**config.mk**
```make
export PLATFORM = sky130hd
export DESIGN_NAME = pib_mul
export DESIGN_NICKNAME = d
export VERILOG_FILES = /design/src/pib_pkg.sv /design/src/pib_mul.sv
export SDC_FILE = /design/constraint.sdc
export NUM_CORES = 2
export LEC_CHECK = 0
export ABC_AREA = 1
export BUFFER_PORTS_ARGS = -buffer_cell sky130_fd_sc_hd__buf_2
export CAP_MARGIN = 5
export CELL_PAD_IN_SITES_DETAIL_PLACEMENT = 2
export CELL_PAD_IN_SITES_GLOBAL_PLACEMENT = 2
export CORE_AREA = 10 10 352 354
export DETAILED_ROUTE_END_ITERATION = 10
export DIE_AREA = 0 0 362 364
export HOLD_SLACK_MARGIN = 0.08
export PLACE_DENSITY = 0.89
export SKIP_LAST_GASP = 1
export SYNTH_ARGS = -nofsm -noshare
export SYNTH_HDL_FRONTEND = slang
export SYNTH_SLANG_ARGS = --single-unit
```
**constraint.sdc**
```tcl
create_clock -name clk -period 6.3 [get_ports clk]
set_clock_uncertainty 0.2 [all_clocks]
set_input_delay 0.315 -clock clk [delete_from_list [all_inputs] [get_ports clk]]
set_output_delay 0.315 -clock clk [all_outputs]
set_load 0.03 [all_outputs]
```
**src/pib_pkg.sv**
```systemverilog
// Package: payload types, register indexes, reset values and fixed widths of the particle update.
package pib_pkg;

  localparam int FIELD_BITS    = 48;
  localparam int Q16_SHIFT     = 16;
  localparam int TS_BITS       = 32;
  localparam int LEN_BITS      = 47;
  localparam int FAC_BITS      = 17;
  localparam int CFG_DATA_BITS = 47;
  localparam int CFG_IDX_BITS  = 3;

  localparam logic [CFG_IDX_BITS-1:0] REG_TIME_STEP   = 3'd0;
  localparam logic [CFG_IDX_BITS-1:0] REG_EDGE_MARGIN = 3'd1;
  localparam logic [CFG_IDX_BITS-1:0] REG_WORLD_SIZE  = 3'd2;
  localparam logic [CFG_IDX_BITS-1:0] REG_BOUNCE      = 3'd3;
  localparam logic [CFG_IDX_BITS-1:0] REG_DRAG        = 3'd4;

  localparam logic [TS_BITS-1:0]  TS_RESET     = 32'd65536;
  localparam logic [LEN_BITS-1:0] MARGIN_RESET = 47'd327680;
  localparam logic [LEN_BITS-1:0] WORLD_RESET  = 47'd65536000;
  localparam logic [FAC_BITS-1:0] BOUNCE_RESET = 17'd45875;
  localparam logic [FAC_BITS-1:0] DRAG_RESET   = 17'd64881;

  typedef struct packed {
    logic signed [FIELD_BITS-1:0] pos_x;
    logic signed [FIELD_BITS-1:0] pos_y;
    logic signed [FIELD_BITS-1:0] vel_x;
    logic signed [FIELD_BITS-1:0] vel_y;
    logic signed [FIELD_BITS-1:0] spin;
    logic                         has_spin;
    logic                         asleep;
  } pib_in_t;

  typedef struct packed {
    logic signed [FIELD_BITS-1:0] new_pos_x;
    logic signed [FIELD_BITS-1:0] new_pos_y;
    logic signed [FIELD_BITS-1:0] new_vel_x;
    logic signed [FIELD_BITS-1:0] new_vel_y;
    logic signed [FIELD_BITS-1:0] new_spin;
  } pib_out_t;

endpackage

```
**src/pib_mul.sv**
```systemverilog
// Two-stage multi-lane unsigned multiplier built from four half-width partial products.
module pib_mul import pib_pkg::*; #(
  parameter int LANES = 1,
  parameter int AW    = 32,
  parameter int BW    = 32,
  parameter int SW    = 1
) (
  input  logic                            clk,
  input  logic                            rst_n,
  input  logic                            en,
  input  logic                            in_valid,
  input  logic [LANES-1:0][AW-1:0]        a,
  input  logic [LANES-1:0][BW-1:0]        b,
  input  logic [SW-1:0]                   in_side,
  output logic                            out_valid,
  output logic [LANES-1:0][AW+BW-1:0]     p,
  output logic [SW-1:0]                   out_side
);

  localparam int AL = AW / 2;
  localparam int AH = AW - AL;
  localparam int BL = BW / 2;
  localparam int BH = BW - BL;
  localparam int PW = AW + BW;

  logic [LANES-1:0][AL+BL-1:0] ll_r;
  logic [LANES-1:0][AL+BH-1:0] lh_r;
  logic [LANES-1:0][AH+BL-1:0] hl_r;
  logic [LANES-1:0][AH+BH-1:0] hh_r;
  logic [LANES-1:0][PW-1:0]    p_r;
  logic [SW-1:0]               side1_r, side2_r;
  logic                        v1_r, v2_r;

  always_ff @(posedge clk) begin
    if (!rst_n) begin
      v1_r <= 1'b0;
      v2_r <= 1'b0;
    end else if (en) begin
      v1_r <= in_valid;
      v2_r <= v1_r;
    end
  end

  always_ff @(posedge clk) begin
    if (en) begin
      for (int i = 0; i < LANES; i++) begin
        ll_r[i] <= a[i][AL-1:0]  * b[i][BL-1:0];
        lh_r[i] <= a[i][AL-1:0]  * b[i][BW-1:BL];
        hl_r[i] <= a[i][AW-1:AL] * b[i][BL-1:0];
        hh_r[i] <= a[i][AW-1:AL] * b[i][BW-1:BL];
        p_r[i]  <= PW'(ll_r[i]) + (PW'(lh_r[i]) << BL) + (PW'(hl_r[i]) << AL)
                 + (PW'(hh_r[i]) << (AL + BL));
      end
      side1_r <= in_side;
      side2_r <= side1_r;
    end
  end

  assign out_valid = v2_r;
  assign p         = p_r;
  assign out_side  = side2_r;

endmodule

```
==> summary.md <==
| Metric | Value |
|---|---|
| Initial DRC Count | `3932` |
| WL final | `253000 um` |
| CTS tree | `yes` |
| Top-area cell type share of the netlist area | `0.350` |
| Site Rows | `126` |
| Synth Register Bits | `196` |
| Grt total ovfl | `0` |
| Mapped Cells | `6027` |
| Peak Freq | `152 MHz` |
| CP max stage delay | `0.72 ns` |
| Vias per cell | `5.81` |
| CTS root buffer | `clkbuf_16` |
| Seq/Total Area, Yosys | `0.127` |
| DR pass1 iterations | `5` |
| Final min period | `6.58 ns` |
| Worst Path Required | `6.38 ns` |
| Net Count, Synth | `7353` |
| Max-cap violation count | `0` |
| CP max-delay cell | `fa_1` |
| Distinct cells, synth | `30` |
| XOR/XNOR share of the synthesized area | `0.0178` |
| Largest family of logic cells by synthesized area | `adder cells` |
| Clock transition at path regs | `0.10 ns` |
| Unrepaired setup endpoints after global routing | `true` |
| PortBufs | `134` |
| Setup crit start | `b[20]` |
| Layout cells sized above 1 | `0.0705` |
| Max-slew violations | `0` |
| Worst-case reg-to-reg path depth | `16` |
| Synth Area in Compound Gates | `0.0304` |
| Setup crit start kind | `input pin` |
| Post-Synth Simple-Gate Area | `0.198` |
| Nets | `7482` |
| Max clock buf depth | `2` |
| Core Area | `117000 sq um` |
| Yosys warning count | `0` |
| Largest net degree at the start of global routing | `106` |
| CTS sink cnt | `196` |
| Vias in the first global route | `54300` |
| Max Fanout on Critical Path | `20` |
| Total CTS buffers | `17` |
| Area grow syn2layout | `9.32%` |
| Worst setup path end | `lh_r[25]` |
| Post-route ant nets | `0` |
| Post-DR wirelength/cell | `32.8 um` |
| Critical R2R Capture | `p[49]` |
| Die Y | `364 um` |
| Status | `finished, violations left` |
| Fill cells | `13400` |
| I/O Pins | `135` |
| Final Hold Fails | `0` |
| First-pass GRT wire length | `369000 um` |
| Dpl cells | `7669` |
| Final cell count without fillers | `7711` |
| Gpl congestion | `0.909` |
| Post-synthesis mux area share | `0` |
| Crit Path Category | `input pin to flip-flop` |
| Critical path arrival | `6.65 ns` |
| DRC | `0` |
| Reg-to-reg slack, setup | `2.74 ns` |
| Pre-CTS setup slack | `-0.624 ns` |
| Finish-stage setup viols | `8` |
| Routed vias | `44800` |
| Fin Setup TNS | `-0.804 ns` |
| Post-Syn Area per Cell | `7.69 sq um` |
| GRT Util Overall | `0.382` |
| Antenna violations before repair | `15` |
| H-tree depth | `4` |
| Adder-Cell Fraction of Synth Area | `0.471` |
| Die area | `132000 sq um` |
| Max_slew headroom | `0.248` |
| Failing checks | `setup timing` |
| Tcrit/Tclk final | `1.04` |
| Worst setup margin | `-0.276 ns` |
| Initial core utilization | `0.395` |
| Min-delay worst type | `flip-flop to flip-flop` |
| Die X | `362 um` |
| Synthesized area | `46300 sq um` |
| Clock latency on the worst-skew pair | `0.56 ns` |
| CP endpoint kind | `flip-flop` |
| Worst path cell trace | `buf_4 -> buf_4 -> nand2_1 -> inv_1 -> fa_1 -> inv_1 -> fa_1 -> inv_1 -> fa_1 -> fa_1 -> inv_1 -> fa_1 -> fa_1 -> inv_1 -> ha_1 -> nand2_1 -> nor2_1 -> inv_1 -> nor3_1 -> nand3_1 -> nand4_1 -> nand2_1` |
| DP HPWL | `183000 um` |
| Top post-synthesis cells by area | `fa_1 (35%), nand2_1 (15%), inv_1 (14%)` |
| Worst-margin pin slew | `1.13 ns` |
| FF-to-FF Start | `ll_r[16]` |
| Synth area leader | `fa_1` |
==> worst max-delay path, delay by kind of cell <==
family	cells	cell delay, ns
adder cells (fa/ha/maj)	7	3.78
AND/OR/NAND/NOR	7	1.45
buffers and inverters	8	1.07
==> layout by cell type (no fill, tap or decap), types with 3 or more instances in the layout <==
| master | synthesis | final |
|---|---|---|
| buf_4 | 0 | 140 |
| inv_6 | 0 | 3 |
| clkbuf_4 | 0 | 10 |
| edfxtp_1 | 194 | 194 |
| nand3_2 | 7 | 7 |
| inv_2 | 8 | 9 |
| inv_1 | 1738 | 1735 |
| inv_8 | 0 | 3 |
| dlygate4sd3_1 | 0 | 4 |
| nand4_1 | 54 | 54 |
| nand2_1 | 1797 | 1792 |
| clkinv_8 | 0 | 4 |
| nand3_1 | 140 | 140 |
| nor3_2 | 3 | 5 |
| nor2_4 | 6 | 6 |
| buf_6 | 0 | 3 |
| o21a_1 | 10 | 10 |
| buf_2 | 0 | 113 |
| xnor2_1 | 17 | 16 |
| a21oi_1 | 151 | 147 |
| nor2_2 | 24 | 29 |
| a31oi_1 | 3 | 3 |
| a21o_1 | 6 | 6 |
| o211ai_1 | 7 | 7 |
| clkbuf_16 | 0 | 17 |
| diode_2 | 0 | 6 |
| fa_2 | 0 | 8 |
| ha_1 | 448 | 447 |
| o21bai_1 | 8 | 8 |
| nand2_2 | 26 | 31 |
| nor3_1 | 33 | 31 |
| fa_1 | 809 | 801 |
| clkinvlp_4 | 0 | 3 |
| a21oi_2 | 0 | 4 |
| xor2_1 | 77 | 76 |
| nor2_1 | 180 | 175 |
| nor4_1 | 3 | 3 |
| buf_12 | 0 | 31 |
| o21ai_0 | 80 | 77 |
==> synthesized netlist by cell type, drive strengths merged <==
library cell  instances
a21o                  6
a21oi               151
a31oi                 3
and2                  1
clkbuf              192
dfxtp                 2
edfxtp              194
fa                  809
ha                  448
inv                1746
nand2              1823
nand3               147
nand3b                2
nand4                54
nor2                210
nor3                 36
nor4                  3
o211ai                7
o21a                 10
o21ai                80
o21bai                8
or2                   1
xnor2                17
xor2                 77
==> cells by family after synthesis <==
logic type / Yosys count
xor+xnor: 94
fa+ha+maj: 1257
compound gates: 265
simple gates: 2277
buf+inv: 1938
flops: 196
==> what timing repair did <==
action | CTS | global route
setup endpoints to repair | 1 | 48
gates resized for setup | 1 | 65
pin swaps | 0 | 2
endpoints found under the hold margin | 3 | 0
hold buffers | 4 | 0
buffers inserted | 0 | 0
==> worst min-delay path by stage <==
stage	from	end	slack, ns	depth (start not counted)
floorplan	side1_r	out_side	0.20	0
global placement	side1_r	out_side	0.20	0
detailed placement	ll_r[1]	p[1]	0.21	0
CTS	ll_r[3]	p[3]	0.23	0
global route	side1_r	out_side	0.23	0
finish	side1_r	out_side	0.23	0
==> sequential cells by signal, summed over array words and instances, names as in the netlist <==
| register | flops |
|---|---|
| hl_r | 32 |
| lh_r | 32 |
| hh_r | 32 |
| ll_r | 32 |
| p | 64 |
| out_side | 1 |
| out_valid | 1 |
| v1_r | 1 |
| side1_r | 1 |
==> metal layers <==
| layer | vias to the layer above | track usage | wire [um] |
|---|---|---|---|
| met5 | - | 0 | 122 |
| met3 | 1402 | 0.105 | 21000 |
| met4 | 18 | 0.318 | 25200 |
| li1 | 17700 | - | - |
| met1 | 22900 | 0.391 | 85300 |
| met2 | 2769 | 0.651 | 121000 |
==> final cells by class <==
type	count	area [sq um]	area share
Antenna cell	6	15.0	0.000296
Clock buffer	17	425	0.00840
Sequential cell	196	5870	0.116
Tap cell	1536	1920	0.0379
Multi-Input combinational cell	3893	33300	0.657
Inverter	1746	6560	0.130
Timing Repair Buffer	302	2400	0.0474
Clock inverter	15	179	0.00353
==> through the flow <==
stage	util	instance area, sq um	hold slack (ns)
after floorplan	-	46300	0.200
after global placement	0.425	49800	0.201
after detailed placement	0.425	49800	0.207
after CTS	0.431	50500	0.225
after global routing	0.432	50600	0.231
final	0.432	50600	0.233
Power is not shown: default switching activity piles up to over one toggle a cycle in this logic, so the estimate is an artifact.
